===== config.mk =====
export PLATFORM = sky130hd
export DESIGN_NAME = hms_countdown_timer_with_break
export DESIGN_NICKNAME = d
export VERILOG_FILES = /design/src/rtl/hmsct_pkg.sv /design/src/rtl/hmsct_tick.sv /design/src/rtl/hmsct_out_buf.sv /design/src/rtl/hms_countdown_timer_with_break.sv
export SDC_FILE = /design/constraint.sdc
export NUM_CORES = 1
export LEC_CHECK = 0
export ABC_CLOCK_PERIOD_IN_PS = 20500
export BUFFER_PORTS_ARGS = -buffer_cell sky130_fd_sc_hd__buf_2
export CELL_PAD_IN_SITES_DETAIL_PLACEMENT = 1
export CELL_PAD_IN_SITES_GLOBAL_PLACEMENT = 2
export CORE_UTILIZATION = 42
export DETAILED_ROUTE_END_ITERATION = 12
export PLACE_DENSITY = 0.93
export SLEW_MARGIN = 20
export SYNTH_ARGS = -nofsm -noshare
export SYNTH_HDL_FRONTEND = slang
export SYNTH_SLANG_ARGS = --single-unit

===== constraint.sdc =====
create_clock -name clk -period 20.5 [get_ports clk]
set_input_delay 1.025 -clock clk [delete_from_list [all_inputs] [get_ports clk]]
set_output_delay 1.025 -clock clk [all_outputs]
set_load 0.02 [all_outputs]

===== src/rtl/hmsct_pkg.sv =====
// ---------------------------------------------------------------------------
// hmsct_pkg
// types, command codes and constants for the h:m:s countdown timer
// ---------------------------------------------------------------------------
package hmsct_pkg;

  localparam logic [9:0] MS_PER_SEC = 10'd1000;
  localparam logic [4:0] MAX_HOURS  = 5'd24;
  localparam logic [5:0] MAX_MINSEC = 6'd59;
  localparam logic [5:0] SEC_PER_MIN = 6'd60;

  typedef enum logic [2:0] {
    CMD_TICK  = 3'd0,
    CMD_INC   = 3'd1,
    CMD_DEC   = 3'd2,
    CMD_START = 3'd3,
    CMD_PAUSE = 3'd4
  } cmd_t;

  typedef enum logic [1:0] {
    FIELD_HOURS   = 2'd0,
    FIELD_MINUTES = 2'd1,
    FIELD_SECONDS = 2'd2
  } field_t;

  typedef enum logic [2:0] {
    REG_TICK_MS       = 3'd0,
    REG_REPEAT_ENABLE = 3'd1,
    REG_BREAK_ENABLE  = 3'd2,
    REG_BREAK_HOURS   = 3'd3,
    REG_BREAK_MINUTES = 3'd4,
    REG_BREAK_SECONDS = 3'd5
  } cfg_reg_t;

  typedef struct packed {
    logic [4:0] hours;
    logic [5:0] minutes;
    logic [5:0] seconds;
    logic [9:0] millis;
  } hms_time_t;

  typedef struct packed {
    logic [2:0] command;
    logic [1:0] field_select;
  } in_t;

  typedef struct packed {
    logic [4:0] hours_now;
    logic [5:0] minutes_now;
    logic [5:0] seconds_now;
    logic [9:0] millis_now;
    logic       is_running;
    logic       is_break;
    logic       finished;
  } out_t;

endpackage


===== src/rtl/hmsct_tick.sv =====
// ---------------------------------------------------------------------------
// hmsct_tick
// subtracts tick_ms from an h:m:s.ms time with a borrow cascade, clamps at zero
// ---------------------------------------------------------------------------
module hmsct_tick (
  input  hmsct_pkg::hms_time_t cur,
  input  logic [9:0]           tick_ms,
  output hmsct_pkg::hms_time_t nxt,
  output logic                 zero
);
  import hmsct_pkg::*;

  logic [11:0] diff;
  logic [11:0] diff_p1;
  logic [11:0] diff_p2;
  logic [9:0]  ms;
  logic [2:0]  sadj;
  logic [7:0]  s2;
  logic [5:0]  sec;
  logic [1:0]  madj;
  logic [7:0]  m2;
  logic [5:0]  mins;
  logic [1:0]  hadj;
  logic [7:0]  h2;

  assign diff    = {2'b00, cur.millis} - {2'b00, tick_ms};
  assign diff_p1 = diff + {2'b00, MS_PER_SEC};
  assign diff_p2 = diff + {1'b0, MS_PER_SEC, 1'b0};

  // millisecond borrow: up to two seconds, or a carry out of a loaded 1000
  always_comb begin
    if (diff == {2'b00, MS_PER_SEC}) begin
      ms   = '0;
      sadj = 3'sd1;
    end else if (!diff[11]) begin
      ms   = diff[9:0];
      sadj = 3'd0;
    end else if (!diff_p1[11]) begin
      ms   = diff_p1[9:0];
      sadj = 3'b111;
    end else begin
      ms   = diff_p2[9:0];
      sadj = 3'b110;
    end
  end

  assign s2 = {2'b00, cur.seconds} + {{5{sadj[2]}}, sadj};

  always_comb begin
    if (s2[7]) begin
      sec  = 6'(s2 + {2'b00, SEC_PER_MIN});
      madj = 2'b11;
    end else if (s2 >= {2'b00, SEC_PER_MIN}) begin
      sec  = 6'(s2 - {2'b00, SEC_PER_MIN});
      madj = 2'b01;
    end else begin
      sec  = s2[5:0];
      madj = 2'b00;
    end
  end

  assign m2 = {2'b00, cur.minutes} + {{6{madj[1]}}, madj};

  always_comb begin
    if (m2[7]) begin
      mins = 6'(m2 + {2'b00, SEC_PER_MIN});
      hadj = 2'b11;
    end else if (m2 >= {2'b00, SEC_PER_MIN}) begin
      mins = 6'(m2 - {2'b00, SEC_PER_MIN});
      hadj = 2'b01;
    end else begin
      mins = m2[5:0];
      hadj = 2'b00;
    end
  end

  assign h2 = {3'b000, cur.hours} + {{6{hadj[1]}}, hadj};

  // negative total clamps to zero
  always_comb begin
    if (h2[7]) begin
      nxt = '0;
    end else begin
      nxt.hours   = h2[4:0];
      nxt.minutes = mins;
      nxt.seconds = sec;
      nxt.millis  = ms;
    end
  end

  assign zero = (nxt == '0);

endmodule


===== src/rtl/hmsct_out_buf.sv =====
// ---------------------------------------------------------------------------
// hmsct_out_buf
// result register with a skid slot, stall toward the input only when both full
// ---------------------------------------------------------------------------
module hmsct_out_buf (
  input  logic              clk,
  input  logic              rst,
  input  logic              push,
  input  hmsct_pkg::out_t   push_data,
  output logic              full,
  output logic              out_valid,
  input  logic              out_stall,
  output hmsct_pkg::out_t   out_data
);
  import hmsct_pkg::*;

  logic skid_valid;
  out_t skid_data;
  logic pop;

  assign pop  = out_valid && !out_stall;
  assign full = skid_valid;

  always_ff @(posedge clk) begin
    if (rst) begin
      out_valid  <= 1'b0;
      skid_valid <= 1'b0;
    end else if (skid_valid) begin
      if (pop) begin
        skid_valid <= 1'b0;
      end
    end else if (push) begin
      if (out_valid && !pop) begin
        skid_valid <= 1'b1;
      end else begin
        out_valid <= 1'b1;
      end
    end else if (pop) begin
      out_valid <= 1'b0;
    end
  end

  always_ff @(posedge clk) begin
    if (skid_valid) begin
      if (pop) begin
        out_data <= skid_data;
      end
    end else if (push) begin
      if (out_valid && !pop) begin
        skid_data <= push_data;
      end else begin
        out_data <= push_data;
      end
    end
  end

endmodule


===== src/rtl/hms_countdown_timer_with_break.sv =====
// ---------------------------------------------------------------------------
// hms_countdown_timer_with_break
// h:m:s.ms countdown with field adjust, start, pause, repeat and break phases
// ---------------------------------------------------------------------------
// One command word is taken per clock while in_stall is low; its result word
// is registered in the output register, or in the skid slot behind it while
// the output is stalled. The whole update (borrow cascade of a tick, field
// wrap of an adjust, reload on reaching zero) is one combinational pass from
// the time registers, so sustained rate is one word per cycle while out_stall
// is low. in_stall rises only when both slots hold a word. Configuration
// writes are always ready and take effect on the next command.
// ---------------------------------------------------------------------------
module hms_countdown_timer_with_break (
  input  logic             clk,
  input  logic             rst,
  input  logic             in_valid,
  output logic             in_stall,
  input  hmsct_pkg::in_t   in_data,
  output logic             out_valid,
  input  logic             out_stall,
  output hmsct_pkg::out_t  out_data,
  input  logic             cfg_valid,
  output logic             cfg_ready,
  input  logic [2:0]       cfg_index,
  input  logic [9:0]       cfg_data
);
  import hmsct_pkg::*;

  logic [9:0] tick_ms;
  logic       repeat_enable;
  logic       break_enable;
  logic [4:0] break_hours;
  logic [5:0] break_minutes;
  logic [5:0] break_seconds;

  hms_time_t  count;
  hms_time_t  count_next;
  logic       running;
  logic       running_next;
  logic       break_phase;
  logic       break_phase_next;
  logic       break_shown;
  logic       break_shown_next;
  logic [4:0] start_hours;
  logic [4:0] start_hours_next;
  logic [5:0] start_minutes;
  logic [5:0] start_minutes_next;
  logic [5:0] start_seconds;
  logic [5:0] start_seconds_next;
  logic       fin;

  hms_time_t  tick_time;
  logic       tick_zero;
  logic       accept;
  out_t       result;

  assign cfg_ready = 1'b1;
  assign accept    = in_valid && !in_stall;

  always_ff @(posedge clk) begin
    if (rst) begin
      tick_ms       <= 10'd16;
      repeat_enable <= 1'b0;
      break_enable  <= 1'b0;
      break_hours   <= 5'd0;
      break_minutes <= 6'd10;
      break_seconds <= 6'd0;
    end else if (cfg_valid && cfg_ready) begin
      case (cfg_reg_t'(cfg_index))
        REG_TICK_MS:       tick_ms       <= cfg_data;
        REG_REPEAT_ENABLE: repeat_enable <= cfg_data[0];
        REG_BREAK_ENABLE:  break_enable  <= cfg_data[0];
        REG_BREAK_HOURS:   break_hours   <= (cfg_data[4:0] > MAX_HOURS) ? MAX_HOURS
                                                                          : cfg_data[4:0];
        REG_BREAK_MINUTES: break_minutes <= (cfg_data[5:0] > MAX_MINSEC) ? MAX_MINSEC
                                                                           : cfg_data[5:0];
        REG_BREAK_SECONDS: break_seconds <= (cfg_data[5:0] > MAX_MINSEC) ? MAX_MINSEC
                                                                           : cfg_data[5:0];
        default: ;
      endcase
    end
  end

  hmsct_tick u_tick (
    .cur     (count),
    .tick_ms (tick_ms),
    .nxt     (tick_time),
    .zero    (tick_zero)
  );

  always_comb begin
    count_next         = count;
    running_next       = running;
    break_phase_next   = break_phase;
    break_shown_next   = break_shown;
    start_hours_next   = start_hours;
    start_minutes_next = start_minutes;
    start_seconds_next = start_seconds;
    fin                = 1'b0;
    case (cmd_t'(in_data.command))
      CMD_TICK: begin
        if (running) begin
          count_next = tick_time;
          if (tick_zero) begin
            fin              = 1'b1;
            break_shown_next = 1'b0;
            if (break_enable && !break_phase) begin
              break_shown_next = 1'b1;
              break_phase_next = 1'b1;
              count_next       = '{break_hours, break_minutes, break_seconds, MS_PER_SEC};
            end else if (repeat_enable) begin
              break_phase_next = 1'b0;
              count_next       = '{start_hours, start_minutes, start_seconds, MS_PER_SEC};
            end else begin
              running_next     = 1'b0;
              break_phase_next = 1'b0;
            end
          end
        end
      end
      CMD_INC, CMD_DEC: begin
        if (!running) begin
          case (field_t'(in_data.field_select))
            FIELD_HOURS: begin
              if (in_data.command == CMD_INC) begin
                count_next.hours = (count.hours >= MAX_HOURS) ? 5'd0 : count.hours + 5'd1;
              end else begin
                count_next.hours = (count.hours == 5'd0) ? MAX_HOURS : count.hours - 5'd1;
              end
            end
            FIELD_MINUTES: begin
              if (in_data.command == CMD_INC) begin
                count_next.minutes = (count.minutes >= MAX_MINSEC) ? 6'd0
                                                                    : count.minutes + 6'd1;
              end else begin
                count_next.minutes = (count.minutes == 6'd0) ? MAX_MINSEC
                                                              : count.minutes - 6'd1;
              end
            end
            FIELD_SECONDS: begin
              if (in_data.command == CMD_INC) begin
                count_next.seconds = (count.seconds >= MAX_MINSEC) ? 6'd0
                                                                    : count.seconds + 6'd1;
              end else begin
                count_next.seconds = (count.seconds == 6'd0) ? MAX_MINSEC
                                                              : count.seconds - 6'd1;
              end
            end
            default: ;
          endcase
          count_next.millis = MS_PER_SEC;
        end
      end
      CMD_START: begin
        if (!running && ({count.hours, count.minutes, count.seconds} != '0)) begin
          start_hours_next   = count.hours;
          start_minutes_next = count.minutes;
          start_seconds_next = count.seconds;
          running_next       = 1'b1;
        end
      end
      CMD_PAUSE: begin
        running_next = 1'b0;
      end
      default: ;
    endcase
  end

  always_ff @(posedge clk) begin
    if (rst) begin
      count       <= '0;
      running     <= 1'b0;
      break_phase <= 1'b0;
      break_shown <= 1'b0;
    end else if (accept) begin
      count       <= count_next;
      running     <= running_next;
      break_phase <= break_phase_next;
      break_shown <= break_shown_next;
    end
  end

  always_ff @(posedge clk) begin
    if (accept) begin
      start_hours   <= start_hours_next;
      start_minutes <= start_minutes_next;
      start_seconds <= start_seconds_next;
    end
  end

  assign result = '{
    hours_now:   count_next.hours,
    minutes_now: count_next.minutes,
    seconds_now: count_next.seconds,
    millis_now:  count_next.millis,
    is_running:  running_next,
    is_break:    break_shown_next,
    finished:    fin
  };

  hmsct_out_buf u_out_buf (
    .clk       (clk),
    .rst       (rst),
    .push      (accept),
    .push_data (result),
    .full      (in_stall),
    .out_valid (out_valid),
    .out_stall (out_stall),
    .out_data  (out_data)
  );

endmodule


# After elaboration in Yosys (flattened, before gate mapping)
# Cells that the tools add are included.
op_classes:
  addsub: 16
  magnitude_cmp: 7
  eq_ne: 15
  muxes: 59
  n_bitwise: 1
  n_reduce_logical: 32
op_table:
  columns: ["operator", "n"]
  rows:
  - ["$mux 27", 6]
  - ["$mux 30", 4]
  - ["$mux 6", 13]
  - ["$pmux 27 s2", 1]
  - ["$mux 10", 3]
  - ["$logic_not 27->1", 1]
  - ["$mux 5", 5]
  - ["$mux 1", 22]
  - ["$reduce_bool 17->1", 1]
  - ["$ge 8x6->1 const B", 2]
  - ["$add 12x10->12 const B", 1]
  - ["$add 6x1->6 const B", 2]
  - ["$add 6x6->6 const B", 2]
  - ["$eq 12x10->1 const B", 1]
  - ["$eq 3x2->1 const B", 4]
  - ["$ge 6x6->1 const B", 2]
  - ["$logic_not 6->1", 2]
  - ["$reduce_and 2->1", 6]
  - ["$reduce_and 3->1", 4]
  - ["$sub 6x1->6 const B", 2]
  - ["$sub 6x6->6 const B", 2]
  - ["$sub 10x10->11", 1]
  - ["$add 10x10->10 const B", 1]
  - ["$eq 3x3->1 const B", 3]
  - ["other kinds (25)", 39]
totals:
  register_bits: 138
  in_bits: 23
  out_inout_bits: 33
  wordCells: 162

# Depth between registers and ports, before layout
depth:
  ltp_word: 23
  ltp_mapped: 44
  ltp_nobuf: 43

# Hierarchy
# From an unflattened synthesis, not the netlist that was laid out.
unflattened:
  cells_unflattened: 1041
  hier_area_um2: 9526.6
by_module_without_submodules:
  columns: ["mod", "n_inst", "cells_per_inst", "area_each_um2"]
  rows:
  - ["hms_countdown_timer_with_break", 1, 639, 4937.2]
  - ["hmsct_out_buf", 1, 106, 2403.6]
  - ["hmsct_tick", 1, 296, 2185.8]

# Least setup slack after synthesis
# OpenSTA, ideal clock, no wires.
synth_path:
  path_kind: "reg-to-reg"
  start: "register count[0] (netlist name)"
  end: "register u_out_buf.out_data[1] (netlist name)"
  setup_ps: 260
  arrival_ps: 8982
  setup_slack_ps: 11258
  stages_incl_launch_ff: 45
  path_buffers: 1
  path_cell_list: "dfxtp_1 inv_1 ha_1 inv_1 fa_1 a21o_1 a221oi_2 o21ai_0 xnor2_1 nand2_1 nor4_1 a21oi_1 ha_1 or2_2 ha_1 fa_1 a211oi_1 nor2_1 [... 9 more ...] a311oi_1 mux2i_1 ha_1 inv_1 fa_1 nor2b_1 o21ai_0 nand2b_1 a21oi_1 xnor3_1 o41a_1 o31ai_1 and4_1 o211ai_4 buf_6 o31a_1 a31o_1 mux2_4"
synth_between:
  elab_chain_len: 22
synth_rtl:
  columns: ["element", "line_no", "rtl"]
  rows:
  - ["start, declared", "hms_countdown_timer_with_break.sv:36", "hms_time_t count;"]
  - ["start signal, assigned", "hms_countdown_timer_with_break.sv:176", "count <= count_next;"]
  - ["$sub 10x10->11 (*)", "hmsct_tick.sv:26", "assign diff = {2'b00, cur.millis} - {2'b00, tick_ms};"]
  - ["$add 12x10->12", "hmsct_tick.sv:27", "assign diff_p1 = diff + {2'b00, MS_PER_SEC};"]
  - ["$mux 1", "hmsct_tick.sv:38", "end else if (!diff_p1[11]) begin"]
  - ["$mux 3", "hmsct_tick.sv:35", "end else if (!diff[11]) begin"]
  - ["$mux 3", "hmsct_tick.sv:32", "if (diff == {2'b00, MS_PER_SEC}) begin"]
  - ["$add 7x3->8", "hmsct_tick.sv:47", "assign s2 = {2'b00, cur.seconds} + {{5{sadj[2]}}, sadj};"]
  - ["$ge 8x6->1", "hmsct_tick.sv:53", "end else if (s2 >= {2'b00, SEC_PER_MIN}) begin"]
  - ["$mux 1", "hmsct_tick.sv:53", null]
  - ["[... 7 more ...]", null, null]
  - ["$logic_not 27->1 (*)", "hmsct_tick.sv:91", "assign zero = (nxt == '0);"]
  - ["$mux 1 (*)", "hms_countdown_timer_with_break.sv:104", "if (tick_zero) begin"]
  - ["$mux 1 (*)", "hms_countdown_timer_with_break.sv:102", "if (running) begin"]
  - ["$mux 1 (*)", "hms_countdown_timer_with_break.sv:100", "case (cmd_t'(in_data.command))"]
  - ["net break_shown_next", "hms_countdown_timer_with_break.sv:43", "logic break_shown_next;"]
  - ["$mux 30 (*)", "hmsct_out_buf.sv:49", "if (out_valid && !pop) begin"]
  - ["$mux 30 (*)", "hmsct_out_buf.sv:48", "end else if (push) begin"]
  - ["$mux 30 (*)", "hmsct_out_buf.sv:44", "if (skid_valid) begin"]
# Mark *: on every way through the listed nets, which the timed path passes. The rest lies on a longest branch. The select of a mux whose other input is x is not followed.
# A chain may end at the register's enable or synchronous reset.

# Worst setup path after layout
layout_path:
  start: "register count[0] (netlist name)"
  end: "register u_out_buf.out_data[26] (netlist name)"
layout_between:
  elab_chain_len: 23
layout_rtl:
  columns: ["element", "line_no", "rtl"]
  rows:
  - ["$sub 10x10->11 (*)", "hmsct_tick.sv:26", null]
  - ["$add 12x10->12", "hmsct_tick.sv:27", null]
  - ["$mux 1", "hmsct_tick.sv:38", null]
  - ["$mux 3", "hmsct_tick.sv:35", null]
  - ["$mux 3", "hmsct_tick.sv:32", null]
  - ["$add 7x3->8", "hmsct_tick.sv:47", null]
  - ["$ge 8x6->1", "hmsct_tick.sv:53", null]
  - ["$mux 1", "hmsct_tick.sv:53", null]
  - ["[... 6 more ...]", null, null]
  - ["$mux 27 (*)", "hmsct_tick.sv:81", "if (h2[7]) begin"]
  - ["parallel branches: the longest is 2 deep, another holds $logic_not 27->1", null, null]
  - ["$mux 27 (*)", "hms_countdown_timer_with_break.sv:104", null]
  - ["$mux 27 (*)", "hms_countdown_timer_with_break.sv:102", null]
  - ["$pmux 27 s2 (*)", "hms_countdown_timer_with_break.sv:100", null]
  - ["$mux 30 (*)", "hmsct_out_buf.sv:49", null]
  - ["$mux 30 (*)", "hmsct_out_buf.sv:48", null]
  - ["$mux 30 (*)", "hmsct_out_buf.sv:44", null]
# Mark *: on every way between the ends. The select of a mux whose other input is x is not followed.

==> results.py <==
metrics = {
    "clock_network": {
        "hold_buffers": 0,
        "cts-resized-gates": 0,
        "cts_buffers": 17,
        "htreeDepth": 4,
        "cts_root_buf": "clkbuf_16",
        "post_cts_buffers": 0,
        "clkTransAtPathRegs_ns": 0.06,
        "clk_latency_ns": 0.43,
        "clockBufferDepth": 2,
        "cts_sinks": 138,
        "cts_tree": "yes",
    },
    "power_and_ir_drop": {
        "pwr_density_cell_nw_per_um2": 111,
        "ir_worst_vdd_v": 0.0000542,
        "p_leak_nw": 3.94,
    },
    "routing": {
        "dr.pass1.iters": 5,
        "drt_iter0_drc": 644,
        "wl_per_cell_um": 22.2,
        "ant_nets": 0,
        "avgViaCountPerCell": 6.01,
        "routed-via-count": 8096,
        "drt-total-wl_um": 29800,
        "drc": 0,
    },
    "cells_and_area": {
        "final_cells": 1347,
        "drive_gt1_share_pct": 12.9,
        "fin_area_um2": 10200,
        "layout.nets": 1131,
        "ff_latch_area_um2": 3530,
        "area_growth_pct": 12.1,
        "diodes": 0,
        "multi_input_area_um2": 5070,
        "fillCellCount": 2488,
    },
    "global_route": {
        "met3_usage_pct": 4.71,
        "grt_pass1_vias": 8216,
        "grt-ovfl-total": 0,
        "gr-usage-met2_pct": 46.2,
        "grt_max_degree": 62,
        "antenna_found_initial": 0,
        "grt_pass1_wl_um": 46500,
        "grtUsageMet1_pct": 35.4,
        "top_usage_layer": "met2",
        "grt_usage_pct": 27.7,
    },
    "die": {
        "rows": 53,
        "start_util_pct": 43.0,
        "core_um2": 21100,
        "die_height_um": 149,
        "die_w_um": 149,
        "io_pins": 56,
        "fp.dieArea_um2": 22200,
    },
    "run_status": {
        "status": "completed",
    },
    "placement": {
        "dp.cells": 1315,
        "gp_congestion": 0.862,
        "io_buffer_count": 54,
        "placed_area_um2": 9540,
        "place_worst_setup_slack_ns": 9.45,
        "dp.final_hpwl_um": 21300,
    },
    "worst_setup_path": {
        "required_ns": 20.67,
        "worst-setup-path-type": "reg2reg",
        "slowest_delay_ns": 0.60,
        "arrival_ns": 11.47,
        "worstSetupEndpointType": "flop",
        "cp-start-kind": "flop",
        "r2r-end": "u_out_buf.out_data[26]",
        "cp-endpoint": "u_out_buf.out_data[26]",
        "cp-startpoint": "count[0]",
        "slowest_stage": "xnor3_1",
        "reg2regPathDepth": 43,
        "cpMostUsedCell": "ha_1",
        "reg2reg_from": "count[0]",
        "rrSetupSlack_ns": 9.20,
        "worstPathMaxFanout": 24,
    },
    "timing": {
        "max_clock_freq_mhz": 88.5,
        "hold_viol": 0,
        "tns_ns": 0,
        "fin_skew_ns": 0.0103,
        "final.min_clock_period_ns": 11.30,
        "max_slew_margin_pct": 27.7,
        "slew_viol_final": 0,
        "rsz0062_at_grt": "false",
        "worst_pin_slew_ns": 1.07,
        "whs_ns": 0.456,
        "layout_setup_ws_ns": 9.20,
        "setup_viol": 0,
        "period_share_pct": 55.1,
    },
    "min_path": {
        "min_path_cells": 2,
        "hold_class": "reg2reg",
    },
    "synth": {
        "synthArstFlopShare_pct": 0,
        "synth_area_per_cell_um2": 8.81,
        "seq_area_frac_synth_pct": 39.0,
        "syn-cell-area_um2": 9060,
        "synth_ff_type": "edfxtp_1",
        "yosys_warnings": 0,
        "synth-edff-count": 77,
        "synth_cell_types": 93,
        "synth_top_cell_by_area": "edfxtp_1",
        "ys_ff_latch": 138,
        "syn-instance-count": 1029,
        "syn-num-nets": 1101,
        "synth.top_cell.area_share_pct": 25.5,
        "synthTopCellsByArea": "edfxtp_1 26%, dfxtp_1 13%, ha_1 6.2%, nand2_1 4.9%, a21oi_1 4.9%",
    },
    "flow_run": {
        "drv_cap": 0,
    },
}
-- Yosys cell counts, types with 18 or more instances --
| cell type | instances |
|---|---|
| edfxtp_1 | 77 |
| mux2i_1 | 18 |
| o21ai_0 | 66 |
| nor2_1 | 91 |
| a21oi_1 | 89 |
| ha_1 | 45 |
| clkbuf_1 | 49 |
| nand2_1 | 119 |
| nand3_1 | 23 |
| a211oi_1 | 25 |
| xnor2_1 | 21 |
| inv_1 | 55 |
| dfxtp_1 | 61 |
-- logic make-up after synthesis --
family	Yosys count	share of synthesized area, %
xor gates and xnor gates	33	3.80
and+or+nand+nor	348	18.2
other	1	0.0414
adders and majority gates	49	7.10
AOI/OAI and AO/OA	314	22.9
muxes	33	3.89
buffers and inverters	113	5.05
DFF	138	39.0
-- per-layer routing --
| metal | share of wire [%] | wire, um | up-vias |
|---|---|---|---|
| met2 | 48 | 14300 | 239 |
| met4 | 2.8 | 849 | 0 |
| met5 | 0 | 0 | - |
| met3 | 5.0 | 1490 | 49 |
| li1 | - | - | 3808 |
| met1 | 44 | 13200 | 4000 |
-- placed cells by master, fill, tap and decap left out, types with 20 or more instances in the layout --
| cell | synthesis | final |
|---|---|---|
| ha_1 | 45 | 45 |
| edfxtp_1 | 77 | 77 |
| nor2_1 | 91 | 91 |
| inv_1 | 55 | 55 |
| nand2_1 | 119 | 119 |
| a21oi_1 | 89 | 88 |
| o21ai_0 | 66 | 66 |
| dfxtp_1 | 61 | 61 |
| buf_2 | 2 | 54 |
| nand3_1 | 23 | 23 |
| xnor2_1 | 21 | 21 |
| a211oi_1 | 25 | 25 |
| clkbuf_16 | 0 | 20 |
-- power breakdown --
group | internal, mW | switching [mW]
Sequential | 0.310 | 0.0137
Clock | 0.199 | 0.126
Combinational | 0.154 | 0.322
Total | 0.663 | 0.462
-- worst min path at each step --
stage | slack, ns | from | to
CTS | 0.46 | tick_ms[2] | tick_ms[2]
global route | 0.49 | break_hours[4] | break_hours[4]
floorplan | 0.43 | break_hours[0] | break_hours[0]
global placement | 0.44 | tick_ms[5] | tick_ms[5]
finish | 0.46 | tick_ms[3] | tick_ms[3]
detailed placement | 0.45 | tick_ms[2] | tick_ms[2]
-- sequential cells by signal (all words and copies together) (netlist names) --
register	count
break_enable	1
break_hours	5
break_minutes	6
break_phase	1
break_seconds	6
break_shown	1
count	27
repeat_enable	1
running	1
start_hours	5
start_minutes	6
start_seconds	6
tick_ms	10
u_out_buf.full	1
u_out_buf.out_data	30
u_out_buf.out_valid	1
u_out_buf.skid_data	30
-- critical path, delay by kind of cell, from the launching register on --
kind	cells	cell delay (ns)
compound gates	16	3.87
fa+ha+maj	9	2.82
simple gates	9	1.46
buf+inv	4	0.31
xor+xnor	4	1.71
mux	1	0.56
flops	1	0.30
-- through the flow --
step | total power, mW | util, %
floorplan | 0.670 | -
global placement | 0.785 | 45.2
detailed placement | 0.791 | 45.2
CTS | 1.12 | 48.2
global route | 1.17 | 48.2
finish | 1.12 | 48.2
-- layout make-up --
class / instances / share of cell area (%)
timing repair buffer: 67 / 3.62
sequential: 138 / 34.8
clock buffer: 25 / 5.41
multi-input combinational: 778 / 49.9
inverter: 57 / 2.16
clock inverter: 7 / 0.702
tap: 275 / 3.39
(Power assumes the default switching activity.)
